===== config.mk =====
export PLATFORM = sky130hd
export DESIGN_NAME = x86_mov_execute_unit
export DESIGN_NICKNAME = d
export VERILOG_FILES = /design/src/sv/xmov_pkg.sv /design/src/sv/x86_mov_execute_unit.sv
export SDC_FILE = /design/constraint.sdc
export NUM_CORES = 2
export LEC_CHECK = 0
export ABC_AREA = 1
export BUFFER_PORTS_ARGS = -buffer_cell sky130_fd_sc_hd__buf_2
export CORE_MARGIN = 1
export CORE_UTILIZATION = 38
export CTS_CLUSTER_DIAMETER = 80
export DETAILED_ROUTE_END_ITERATION = 10
export HOLD_SLACK_MARGIN = 0.05
export PLACE_DENSITY = 0.5
export SYNTH_ARGS = -nofsm -noshare
export SYNTH_HDL_FRONTEND = slang
export SYNTH_SLANG_ARGS = --single-unit

===== constraint.sdc =====
create_clock -name clock -period 5.8 [get_ports clock]
set_input_delay 0.29 -clock clock [delete_from_list [all_inputs] [get_ports clock]]
set_output_delay 0.29 -clock clock [all_outputs]
set_load 0.005 [all_outputs]

===== src/sv/xmov_pkg.sv =====
`default_nettype none

package xmov_pkg;

   localparam int unsigned DATA_WIDTH = 32;
   localparam int unsigned NUM_REGS   = 8;

   typedef logic [DATA_WIDTH-1:0] word_type;
   typedef logic [2:0]            reg_idx_type;
   typedef logic [1:0]            size_type;
   typedef logic [2:0]            op_type;
   typedef logic [1:0]            kind_type;
   typedef logic [1:0]            pend_type;

   localparam op_type OP_RM_R     = 3'd0;
   localparam op_type OP_R_RM     = 3'd1;
   localparam op_type OP_ACC_MOFF = 3'd2;
   localparam op_type OP_MOFF_ACC = 3'd3;
   localparam op_type OP_R_IMM    = 3'd4;
   localparam op_type OP_RM_IMM   = 3'd5;
   localparam op_type OP_MOVSB    = 3'd6;
   localparam op_type OP_LOAD_RET = 3'd7;

   localparam size_type SZ_BYTE    = 2'd0;
   localparam size_type SZ_WORD    = 2'd1;
   localparam size_type SZ_DWORD   = 2'd2;
   localparam size_type SZ_ILLEGAL = 2'd3;

   localparam kind_type KIND_DONE  = 2'd0;
   localparam kind_type KIND_READ  = 2'd1;
   localparam kind_type KIND_WRITE = 2'd2;
   localparam kind_type KIND_ERROR = 2'd3;

   localparam pend_type PEND_NONE  = 2'd0;
   localparam pend_type PEND_LOAD  = 2'd1;
   localparam pend_type PEND_MOVSB = 2'd2;

   localparam reg_idx_type REG_EAX = 3'd0;
   localparam reg_idx_type REG_ECX = 3'd1;
   localparam reg_idx_type REG_ESI = 3'd6;
   localparam reg_idx_type REG_EDI = 3'd7;
   localparam logic [3:0]  NO_REG  = 4'd8;

   // Full register behind a view: byte views 4 to 7 live in registers 0 to 3.
   function automatic reg_idx_type view_reg(input size_type sz, input reg_idx_type idx);
      view_reg = (sz == SZ_BYTE) ? {1'b0, idx[1:0]} : idx;
   endfunction

   function automatic word_type view_get(input size_type sz, input reg_idx_type idx,
                                         input word_type full);
      if (sz == SZ_BYTE) begin
         view_get = idx[2] ? {24'd0, full[15:8]} : {24'd0, full[7:0]};
      end else if (sz == SZ_WORD) begin
         view_get = {16'd0, full[15:0]};
      end else begin
         view_get = full;
      end
   endfunction

   function automatic word_type view_put(input size_type sz, input reg_idx_type idx,
                                         input word_type full, input word_type v);
      if (sz == SZ_BYTE) begin
         view_put = idx[2] ? {full[31:16], v[7:0], full[7:0]} : {full[31:8], v[7:0]};
      end else if (sz == SZ_WORD) begin
         view_put = {full[31:16], v[15:0]};
      end else begin
         view_put = v;
      end
   endfunction

   function automatic word_type size_mask(input size_type sz);
      if (sz == SZ_BYTE) begin
         size_mask = 32'h0000_00FF;
      end else if (sz == SZ_WORD) begin
         size_mask = 32'h0000_FFFF;
      end else begin
         size_mask = 32'hFFFF_FFFF;
      end
   endfunction

endpackage

`default_nettype wire


===== src/sv/x86_mov_execute_unit.sv =====
`default_nettype none

// Executes x86 MOV forms and MOVSB against eight 32-bit registers. Every
// transaction, instruction or load return, yields exactly one response: done,
// a memory read or write request, or an error. One transaction is accepted per
// clock while responses are taken. The input register (which also captures the
// two register-file operands) holds it until the response register is free or
// being read, and the response register is then loaded. It decouples the sides,
// so an empty input register can still take a new transaction while a response
// waits. Memory addresses are masked to ADDR_WIDTH bits.
module x86_mov_execute_unit
   import xmov_pkg::*;
#(
   parameter int unsigned ADDR_WIDTH = 32
) (
   input  wire logic        clock,
   input  wire logic        reset,

   input  wire logic        req_valid,
   output logic             req_ready,
   input  wire logic [2:0]  req_op,
   input  wire logic [1:0]  req_size,
   input  wire logic        req_mod_is_reg,
   input  wire logic [2:0]  req_reg_field,
   input  wire logic [2:0]  req_rm_field,
   input  wire logic [31:0] req_address,
   input  wire logic [31:0] req_immediate,
   input  wire logic        req_rep_prefix,
   input  wire logic        req_direction_flag,
   input  wire logic [31:0] req_load_data,

   output logic             rsp_valid,
   input  wire logic        rsp_ready,
   output logic [1:0]       rsp_kind,
   output logic [31:0]      rsp_mem_address,
   output logic [31:0]      rsp_mem_data,
   output logic [1:0]       rsp_mem_size,
   output logic [3:0]       rsp_written_reg,
   output logic [31:0]      rsp_written_value,
   output logic             rsp_repeat_res
);

   word_type rf_ff [NUM_REGS];
   word_type rf_in [NUM_REGS];

   pend_type    pend_kind_ff, pend_kind_in;
   reg_idx_type pend_dest_ff, pend_dest_in;
   size_type    pend_size_ff, pend_size_in;

   logic        x_valid_ff;
   op_type      x_op_ff;
   size_type    x_size_ff;
   logic        x_mod_is_reg_ff;
   reg_idx_type x_reg_field_ff;
   reg_idx_type x_rm_field_ff;
   word_type    x_address_ff;
   word_type    x_immediate_ff;
   logic        x_rep_ff;
   logic        x_df_ff;
   word_type    x_load_data_ff;
   word_type    x_src_ff, x_src_in;
   word_type    x_dst_ff, x_dst_in;

   logic        rsp_valid_ff;
   kind_type    rsp_kind_ff, rsp_kind_in;
   word_type    rsp_addr_ff, rsp_addr_in;
   word_type    rsp_data_ff, rsp_data_in;
   size_type    rsp_size_ff, rsp_size_in;
   logic [3:0]  rsp_wreg_ff, rsp_wreg_in;
   word_type    rsp_wval_ff, rsp_wval_in;
   logic        rsp_rpt_ff, rsp_rpt_in;

   logic        advance;
   logic        accept;
   reg_idx_type src_field;
   reg_idx_type dst_field;
   size_type    dst_size;

   size_type    c_size;
   reg_idx_type c_idx;
   reg_idx_type c_reg;
   word_type    c_val;
   word_type    c_new;
   logic        c_write;
   word_type    step;
   word_type    ecx_dec;

   assign advance   = x_valid_ff && (!rsp_valid_ff || rsp_ready);
   assign req_ready = !x_valid_ff || advance;
   assign accept    = req_valid && req_ready;

   // Operand capture reads the register file as it will be after the
   // transaction now completing, so back-to-back dependencies see new values.
   always_comb begin
      src_field = (req_op == OP_R_RM) ? req_rm_field : req_reg_field;
      dst_size  = req_size;
      unique case (req_op) inside
         OP_RM_R, OP_RM_IMM: dst_field = req_rm_field;
         OP_LOAD_RET: begin
            dst_field = pend_dest_in;
            dst_size  = pend_size_in;
         end
         default: dst_field = req_reg_field;
      endcase
      x_src_in = rf_in[view_reg(req_size, src_field)];
      x_dst_in = rf_in[view_reg(dst_size, dst_field)];
   end

   always_comb begin
      for (int i = 0; i < NUM_REGS; i++) begin
         rf_in[i] = rf_ff[i];
      end
      pend_kind_in = pend_kind_ff;
      pend_dest_in = pend_dest_ff;
      pend_size_in = pend_size_ff;

      rsp_kind_in = KIND_DONE;
      rsp_addr_in = '0;
      rsp_data_in = '0;
      rsp_size_in = SZ_BYTE;
      rsp_wreg_in = NO_REG;
      rsp_wval_in = '0;
      rsp_rpt_in  = 1'b0;

      c_size  = x_size_ff;
      c_idx   = x_reg_field_ff;
      c_val   = '0;
      c_write = 1'b0;
      step    = x_df_ff ? 32'hFFFF_FFFF : 32'd1;
      ecx_dec = rf_ff[REG_ECX] - 32'd1;

      if (advance) begin
         if (x_op_ff == OP_LOAD_RET) begin
            pend_kind_in = PEND_NONE;
            if (pend_kind_ff == PEND_LOAD) begin
               c_size  = pend_size_ff;
               c_idx   = pend_dest_ff;
               c_val   = x_load_data_ff & size_mask(pend_size_ff);
               c_write = 1'b1;
            end else if (pend_kind_ff == PEND_MOVSB) begin
               step             = pend_dest_ff[0] ? 32'hFFFF_FFFF : 32'd1;
               rsp_kind_in      = KIND_WRITE;
               rsp_addr_in      = 32'(rf_ff[REG_EDI][ADDR_WIDTH-1:0]);
               rsp_data_in      = {24'd0, x_load_data_ff[7:0]};
               rf_in[REG_EDI]   = rf_ff[REG_EDI] + step;
               rf_in[REG_ESI]   = rf_ff[REG_ESI] + step;
               rsp_wreg_in      = {1'b0, REG_EDI};
               rsp_wval_in      = rf_ff[REG_EDI] + step;
               rsp_rpt_in       = pend_dest_ff[1];
            end else begin
               rsp_kind_in = KIND_ERROR;
            end
         end else if (x_size_ff == SZ_ILLEGAL ||
                      (x_op_ff == OP_MOVSB && x_size_ff == SZ_WORD)) begin
            rsp_kind_in = KIND_ERROR;
         end else begin
            pend_kind_in = PEND_NONE;
            unique case (x_op_ff)
               OP_RM_R: begin
                  if (x_mod_is_reg_ff) begin
                     c_idx   = x_rm_field_ff;
                     c_val   = view_get(x_size_ff, x_reg_field_ff, x_src_ff);
                     c_write = 1'b1;
                  end else begin
                     rsp_kind_in = KIND_WRITE;
                     rsp_addr_in = 32'(x_address_ff[ADDR_WIDTH-1:0]);
                     rsp_data_in = view_get(x_size_ff, x_reg_field_ff, x_src_ff);
                     rsp_size_in = x_size_ff;
                  end
               end
               OP_R_RM: begin
                  if (x_mod_is_reg_ff) begin
                     c_idx   = x_reg_field_ff;
                     c_val   = view_get(x_size_ff, x_rm_field_ff, x_src_ff);
                     c_write = 1'b1;
                  end else begin
                     rsp_kind_in  = KIND_READ;
                     rsp_addr_in  = 32'(x_address_ff[ADDR_WIDTH-1:0]);
                     rsp_size_in  = x_size_ff;
                     pend_kind_in = PEND_LOAD;
                     pend_dest_in = x_reg_field_ff;
                     pend_size_in = x_size_ff;
                  end
               end
               OP_ACC_MOFF: begin
                  rsp_kind_in  = KIND_READ;
                  rsp_addr_in  = 32'(x_address_ff[ADDR_WIDTH-1:0]);
                  rsp_size_in  = x_size_ff;
                  pend_kind_in = PEND_LOAD;
                  pend_dest_in = REG_EAX;
                  pend_size_in = x_size_ff;
               end
               OP_MOFF_ACC: begin
                  rsp_kind_in = KIND_WRITE;
                  rsp_addr_in = 32'(x_address_ff[ADDR_WIDTH-1:0]);
                  rsp_data_in = view_get(x_size_ff, REG_EAX, rf_ff[REG_EAX]);
                  rsp_size_in = x_size_ff;
               end
               OP_R_IMM: begin
                  c_idx   = x_reg_field_ff;
                  c_val   = x_immediate_ff & size_mask(x_size_ff);
                  c_write = 1'b1;
               end
               OP_RM_IMM: begin
                  if (x_mod_is_reg_ff) begin
                     c_idx   = x_rm_field_ff;
                     c_val   = x_immediate_ff & size_mask(x_size_ff);
                     c_write = 1'b1;
                  end else begin
                     rsp_kind_in = KIND_WRITE;
                     rsp_addr_in = 32'(x_address_ff[ADDR_WIDTH-1:0]);
                     rsp_data_in = x_immediate_ff & size_mask(x_size_ff);
                     rsp_size_in = x_size_ff;
                  end
               end
               OP_MOVSB: begin
                  if (!(x_rep_ff && rf_ff[REG_ECX] == '0)) begin
                     if (x_rep_ff) begin
                        rf_in[REG_ECX] = ecx_dec;
                        rsp_wreg_in    = {1'b0, REG_ECX};
                        rsp_wval_in    = ecx_dec;
                     end
                     rsp_kind_in  = KIND_READ;
                     rsp_addr_in  = 32'(rf_ff[REG_ESI][ADDR_WIDTH-1:0]);
                     pend_kind_in = PEND_MOVSB;
                     pend_dest_in = {1'b0, x_rep_ff, x_df_ff};
                     pend_size_in = SZ_BYTE;
                  end
               end
               default: rsp_kind_in = KIND_ERROR;
            endcase
         end

         c_reg = view_reg(c_size, c_idx);
         c_new = view_put(c_size, c_idx, x_dst_ff, c_val);
         if (c_write) begin
            rf_in[c_reg] = c_new;
            rsp_wreg_in  = {1'b0, c_reg};
            rsp_wval_in  = c_new;
         end
      end else begin
         c_reg = view_reg(c_size, c_idx);
         c_new = '0;
      end
   end

   always_ff @(posedge clock) begin
      if (reset) begin
         for (int i = 0; i < NUM_REGS; i++) begin
            rf_ff[i] <= '0;
         end
         pend_kind_ff <= PEND_NONE;
         pend_dest_ff <= '0;
         pend_size_ff <= SZ_BYTE;
         x_valid_ff   <= 1'b0;
         rsp_valid_ff <= 1'b0;
      end else begin
         for (int i = 0; i < NUM_REGS; i++) begin
            rf_ff[i] <= rf_in[i];
         end
         pend_kind_ff <= pend_kind_in;
         pend_dest_ff <= pend_dest_in;
         pend_size_ff <= pend_size_in;
         if (req_ready) begin
            x_valid_ff <= req_valid;
         end
         if (advance) begin
            rsp_valid_ff <= 1'b1;
         end else if (rsp_ready) begin
            rsp_valid_ff <= 1'b0;
         end
      end
   end

   always_ff @(posedge clock) begin
      if (accept) begin
         x_op_ff         <= req_op;
         x_size_ff       <= req_size;
         x_mod_is_reg_ff <= req_mod_is_reg;
         x_reg_field_ff  <= req_reg_field;
         x_rm_field_ff   <= req_rm_field;
         x_address_ff    <= req_address;
         x_immediate_ff  <= req_immediate;
         x_rep_ff        <= req_rep_prefix;
         x_df_ff         <= req_direction_flag;
         x_load_data_ff  <= req_load_data;
         x_src_ff        <= x_src_in;
         x_dst_ff        <= x_dst_in;
      end
      if (advance) begin
         rsp_kind_ff <= rsp_kind_in;
         rsp_addr_ff <= rsp_addr_in;
         rsp_data_ff <= rsp_data_in;
         rsp_size_ff <= rsp_size_in;
         rsp_wreg_ff <= rsp_wreg_in;
         rsp_wval_ff <= rsp_wval_in;
         rsp_rpt_ff  <= rsp_rpt_in;
      end
   end

   assign rsp_valid         = rsp_valid_ff;
   assign rsp_kind          = rsp_kind_ff;
   assign rsp_mem_address   = rsp_addr_ff;
   assign rsp_mem_data      = rsp_data_ff;
   assign rsp_mem_size      = rsp_size_ff;
   assign rsp_written_reg   = rsp_wreg_ff;
   assign rsp_written_value = rsp_wval_ff;
   assign rsp_repeat_res    = rsp_rpt_ff;

endmodule

`default_nettype wire

* After elaboration in Yosys (flattened, before gate mapping)
Memories as Yosys holds them, arrays and structs flattened. Index checks and enable logic that the tools add are counted.
Word-level totals: register bits 288, bits in latches 0, bits in writable memories 256, bits in read-only memories 0, bits of input ports 114, output and inout port bits 107, logic and storage cells 244, memories kept 1
Cells by class: add/subtract/negate cells 3, multiply operators 0, divide/modulo/power cells 0, magnitude comparators 4, equality and inequality tests 17, shift operators 0, mux-type cells 151, bitwise logic cells 17, reductions and logical operators 26
Memories:
- rf_ff | words 8, bits a word 32, rd ports 8, clocked after memory_dff 0, wr ports 8, line x86_mov_execute_unit.sv:43 | word_type rf_ff [NUM_REGS];
Operators with widths (count):
- $mux W32 | 73
- $mux W256 | 2
- $bwmux W256 | 1
- $mux W64 | 4
- $bmux W32 S3 | 2
- $pmux W32 S3 | 2
- $and A32 B32 Y32 | 4
- $pmux W32 S4 | 1
- $demux W32 S3 | 1
- $add A32 B32 Y32 | 2
- $mux W3 | 16
- $mux W2 | 17
- $logic_not A32 Y1 | 1
- $mux W8 | 4
- $sub A32 B1 Y32 const B | 1
- $mux W4 | 7
- $eq A3 B3 Y1 const B | 6
- $mux W16 | 1
- $mux W1 | 13
- $ge A4 B4 Y1 const B | 3
- $not A3 Y4 | 3
- $pmux W2 S3 | 2
- $pmux W2 S6 | 1
- $logic_not A2 Y1 | 5
- 20 further kinds | 46

* Depth between registers and ports, before layout
depth in word-level cells 22, gate-level depth with buffers 22

* Worst setup path after synthesis
Ideal clock, no wire load.
path kind reg-to-reg, start register rsp_valid_ff (netlist: rsp_valid), end register x_dst_ff[15], data pin, library setup time 0.130 ns, data arrival time 4.759 ns, slack 0.910 ns, stages on the path, launching flop included 12, buffers on the path 2, cell sequence dfxtp_1 > nand2_1 > nand2_1 > clkinv_1 > clkbuf_1 > clkbuf_1 > nand3_1 > nand3_1 > nand3_1 > nand2_1 > nand2_1 > nand2_1
Between the ends: longest elaborated chain between the ends 11, elaborated cells between the ends (all ways) 14
RTL lines:
- from (decl) | line x86_mov_execute_unit.sv:64 | logic rsp_valid_ff;
- from (signal assigned) | line x86_mov_execute_unit.sv:256 | rsp_valid_ff <= 1'b0;
- from (signal assigned) | line x86_mov_execute_unit.sv:268 | rsp_valid_ff <= 1'b1;
- from (signal assigned) | line x86_mov_execute_unit.sv:270 | rsp_valid_ff <= 1'b0;
- $logic_not A1 Y1 (*) | line x86_mov_execute_unit.sv:88 | assign advance = x_valid_ff && (!rsp_valid_ff || rsp_ready);
- $logic_or A1 B1 Y1 (*) | line x86_mov_execute_unit.sv:88
- $logic_and A1 B1 Y1 (*) | line x86_mov_execute_unit.sv:88
- named net advance | line x86_mov_execute_unit.sv:73 | logic advance;
- $mux W2 | line x86_mov_execute_unit.sv:132 | if (advance) begin
- $mux W2 | line x86_mov_execute_unit.sv:97 | unique case (req_op) inside
- $logic_not A2 Y1 | line xmov_pkg.sv:46 | view_reg = (sz == SZ_BYTE) ? {1'b0, idx[1:0]} : idx;
- $mux W3 | line xmov_pkg.sv:46
- $not A3 Y4 (not written as such) | line x86_mov_execute_unit.sv:106 | x_dst_in = rf_in[view_reg(dst_size, dst_field)];
- $bmux W32 S3 (*) | line x86_mov_execute_unit.sv:106
- $mux W32 (not written as such) (*) (2 in series) | line x86_mov_execute_unit.sv:106
- named net x_dst_in[15] | line x86_mov_execute_unit.sv:62 | word_type x_dst_ff, x_dst_in;
- to (signal assigned) | line x86_mov_execute_unit.sv:288 | x_dst_ff <= x_dst_in;
- to (decl) | line x86_mov_execute_unit.sv:62
The timed path passes the listed nets; every way through them passes the cells marked *. The select of a mux whose other input is x is not followed. A chain may end at the register's enable or synchronous reset.

* Worst setup path after layout
start register x_op_ff[2], end register x_src_ff[22], data pin
Between the ends: longest elaborated chain between the ends 18, elaborated cells between the ends (all ways) 47
RTL lines:
- from (decl) | line x86_mov_execute_unit.sv:51 | op_type x_op_ff;
- from (signal assigned) | line x86_mov_execute_unit.sv:277 | x_op_ff <= req_op;
- $eq A3 B3 Y1, or another cell as far along | line x86_mov_execute_unit.sv:158 | unique case (x_op_ff)
- $reduce_or A2 Y1 (no line) or $logic_and A1 B1 Y1 (tied branches)
- $mux W3 or $logic_or A1 B1 Y1 (tied branches)
- $mux W3 | line x86_mov_execute_unit.sv:153 | end else if (x_size_ff == SZ_ILLEGAL ||
- $mux W3 | line x86_mov_execute_unit.sv:133 | if (x_op_ff == OP_LOAD_RET) begin
- $mux W3 | line x86_mov_execute_unit.sv:132
- $mux W3 | line xmov_pkg.sv:46
- $not A3 Y4 (not written as such) | line x86_mov_execute_unit.sv:237 | rf_in[c_reg] = c_new;
- (+2 left out)
- $mux W32 (not written as such) | line x86_mov_execute_unit.sv:237
- $demux W32 S3 | line x86_mov_execute_unit.sv:237
- $bwmux W256 | line x86_mov_execute_unit.sv:237
- $mux W256 (*) | line x86_mov_execute_unit.sv:236 | if (c_write) begin
- $mux W256 (*) | line x86_mov_execute_unit.sv:132
- $bmux W32 S3 (*) | line x86_mov_execute_unit.sv:105 | x_src_in = rf_in[view_reg(req_size, src_field)];
- $mux W32 (not written as such) (*) (2 in series) | line x86_mov_execute_unit.sv:105
- named net x_src_in[22] | line x86_mov_execute_unit.sv:61 | word_type x_src_ff, x_src_in;
- to (signal assigned) | line x86_mov_execute_unit.sv:287 | x_src_ff <= x_src_in;
- to (decl) | line x86_mov_execute_unit.sv:61
Marks and branches as above.

==> flow_summary.toml <==
[drt]
via_count = 38200
drt-total-wl_um = 167000
wl_per_cell_um = 24.3
ant_nets = 0
post-route-drc-count = 0
routed_via_density = 5.56
drt_iter0_markers = 4590
dr.pass1.iters = 8

[yosys]
ys_ff_latch = 544
syn_avg_cell_area_um2 = 6.71
ys.flop_type = "edfxtp_1"
synthTopCellsByArea = "edfxtp_1, nand2_1, dfxtp_1, nand3_1, nor2_1"
synth_top_area_share_pct = 23.4
synth_warnings = 0
ys_types = 61
synth_area_mm2 = 0.0358
synth_top_area_cell = "edfxtp_1"
seq_area_frac_synth_pct = 38.2
yosys-top-cells-count = "nand2_1, nand3_1, nor2_1, inv_1, edfxtp_1"
synth.most_common_cell = "nand2_1"
synth_edf_count = 279
synthArstFlopShare_pct = 0
synth_fp_nets = 5516
synthCells = 5333

[sta]
fin_crit_sh_pct = 80.3
setup-violations-final = 0
slew_headroom_pct = 14.9
min_period_ns = 4.66
holdWs_ns = 0.210
worst_slew_pin_slew_ns = 1.28
slew_viol_final = 0
fin_skew_ns = 0.0287
timing.fmax_mhz = 215
fin_ws_ns = 1.14
finalHoldViolations = 0
fin_tns_setup_ns = 0
rsz0062_at_grt = "false"

[global_route]
grt_first_pass_wirelength_um = 239000
grt_max_degree = 181
top_usage_layer = "met2"
use_met1_pct = 46.2
antenna_found_initial = 9
track_usage_pct = 34.3
grt_pass1_vias = 35100
grt-ovfl-total = 0
use_met3_pct = 5.34
grt_use_met2_pct = 52.7

[floorplan]
die_area_mm2 = 0.0954
die_h_um = 309
io_pins = 221
initial_core_util_pct = 38.3
dieWidth_um = 309
rows = 112
core-area_mm2 = 0.0933

[placed_design]
post-dp-hpwl_um = 121000
dp_slack_ns = 1.17
gp_congestion = 0.982
io_buffers = 220

[power_and_ir_drop]
p_comb_share_pct = 18.3
p_int_w = 0.00749
p_sw_share_pct = 31.6
leakagePower_nw = 19.3
clockPowerShare_pct = 41.9
seqPwrFrac_pct = 39.8
switchingPower_w = 0.00345
cellPowerDensity_mw_per_mm2 = 263
ir_worst_vdd_mv = 0.235

[job]
maxCapViolations = 0

[min_path]
hold_depth = 2
hp-start = "reset"
hold_end = "rf_ff[0][65]"
hp-class = "input pin to register"

[cts]
cts_tree = "yes"
ctsResizeCount = 0
cts_max_path_buffers = 3
cts_made_buffers = 70
root_buffer = "clkbuf_16"
htree_levels = 3
clkLatencyLatePin_ns = 0.66
path_clk_slew_ns = 0.07
cts_num_sinks = 544

[setup_path]
regToRegStartpoint = "x_op_ff[2]"
cp.arrival_ns = 5.07
cp-start-kind = "register"
worst-endpoint-required_ns = 6.22
worstSetupPathType = "register to register"
reg2regPathDepth = 15
cp-end-kind = "register"
rrSetupSlack_ns = 1.14
worstReg2RegEnd = "x_src_ff[22]"
cp_max_fo = 17

[cells_and_area]
largest-register = "rf_ff"
drive_gt1_share_pct = 10.0
antennaDiodeCount = 0
area_growth_pct = 16.4
layout.nets = 5742
largest_reg_flops = 256

[status]
status = "completed"
per-layer routing:
layer / share of wire [%] / vias to the layer above
li1: - / 18100
met1: 42 / 18000
met2: 44 / 1811
met3: 8.0 / 370
met4: 6.1 / 10
met5: 0.031 / -
final cells by class:
type | count | area [um^2]
inverters | 439 | 1670
repair buffers | 434 | 3180
clock inverters | 36 | 439
well taps | 1254 | 1570
fillers | 9876 | 51700
flip-flops and latches | 544 | 13700
multi-input cells | 4070 | 19200
clock buffers | 94 | 1920
logic make-up (layout without fill, tap and decap cells):
kind of cell / count (synthesis) / count (layout) / synth area share (%)
xor+xnor: 20 / 20 / 0.490
simple gates: 3304 / 3304 / 39.5
fa+ha+maj: 69 / 69 / 2.45
buf+inv: 719 / 1003 / 8.32
compound gates: 677 / 677 / 11.0
flops: 544 / 544 / 38.2
metrics by stage:
| step | power (W) | util (%) | cell area (um^2) | cells |
|---|---|---|---|---|
| after global placement | 0.00633 | 40.9 | 38200 | 6629 |
| after global routing | 0.0113 | 44.6 | 41700 | 6871 |
| final | 0.0109 | 44.6 | 41700 | 6871 |
| after detailed placement | 0.00632 | 40.9 | 38200 | 6629 |
| after CTS | 0.0110 | 44.6 | 41700 | 6871 |
| after floorplan | 0.00553 | - | 35800 | 5333 |
power by group through the flow:
stage	registers, W	logic [W]	clock network (W)
2_1_floorplan	0.00439	0.00114	0
3_3_place_gp	0.00444	0.00189	0
3_5_place_dp	0.00444	0.00189	0
4_1_cts	0.00436	0.00195	0.00465
5_1_grt	0.00437	0.00213	0.00478
6_report	0.00436	0.00200	0.00459
layout by cell type (no fill, tap or decap), types with 8 or more instances in the layout:
cell type / n
buf_2: 219
buf_12: 15
o21bai_1: 12
o21ai_2: 25
a32oi_1: 13
nand2_2: 8
clkinv_1: 10
o21ai_1: 92
buf_4: 87
clkbuf_1: 17
o21ai_0: 144
nand2_1: 1823
xnor2_1: 8
edfxtp_1: 279
clkinv_2: 10
o21a_1: 10
o22ai_1: 17
or2_2: 20
a21o_1: 18
clkbuf_16: 71
o211ai_1: 10
nand2_4: 8
nor2_1: 442
and2_1: 37
nor3_1: 30
inv_2: 18
dlygate4sd3_1: 112
nand3b_1: 24
nor2_4: 12
dfxtp_1: 264
nand4_1: 21
a32o_1: 14
a21oi_1: 264
a31oi_1: 19
xor2_1: 12
nand3_1: 847
ha_1: 67
inv_1: 410
worst max-delay path by stage:
stage	to	cells after the start	start
after floorplan	x_dst_ff[15]	11	rsp_valid
after global placement	x_src_ff[22]	15	x_op_ff[2]
after detailed placement	x_src_ff[22]	15	x_op_ff[2]
after CTS	x_src_ff[22]	15	x_op_ff[2]
after global routing	x_dst_ff[31]	15	x_op_ff[2]
final	x_src_ff[22]	15	x_op_ff[2]
worst max-delay path, cell delays in order, from the launching register on:
cell	delay, ns
edfxtp_1	0.66
nand3_4	0.19
nor2_4	0.37
inv_2	0.21
nand2_1	0.47
nand2_2	0.47
o21ai_1	0.82
inv_1	0.25
o21ai_1	0.30
nand2_1	0.08
nand3_1	0.11
nand2_1	0.06
inv_1	0.08
nand2_1	0.16
nand2_1	0.13
inv_1	0.04
what timing repair did:
action,in CTS,in global routing
hold buffers,112,0
setup endpoints to repair,0,0
endpoints found under the hold margin,112,0
buffers inserted,0,0
Power figures use the tool's default switching activity.
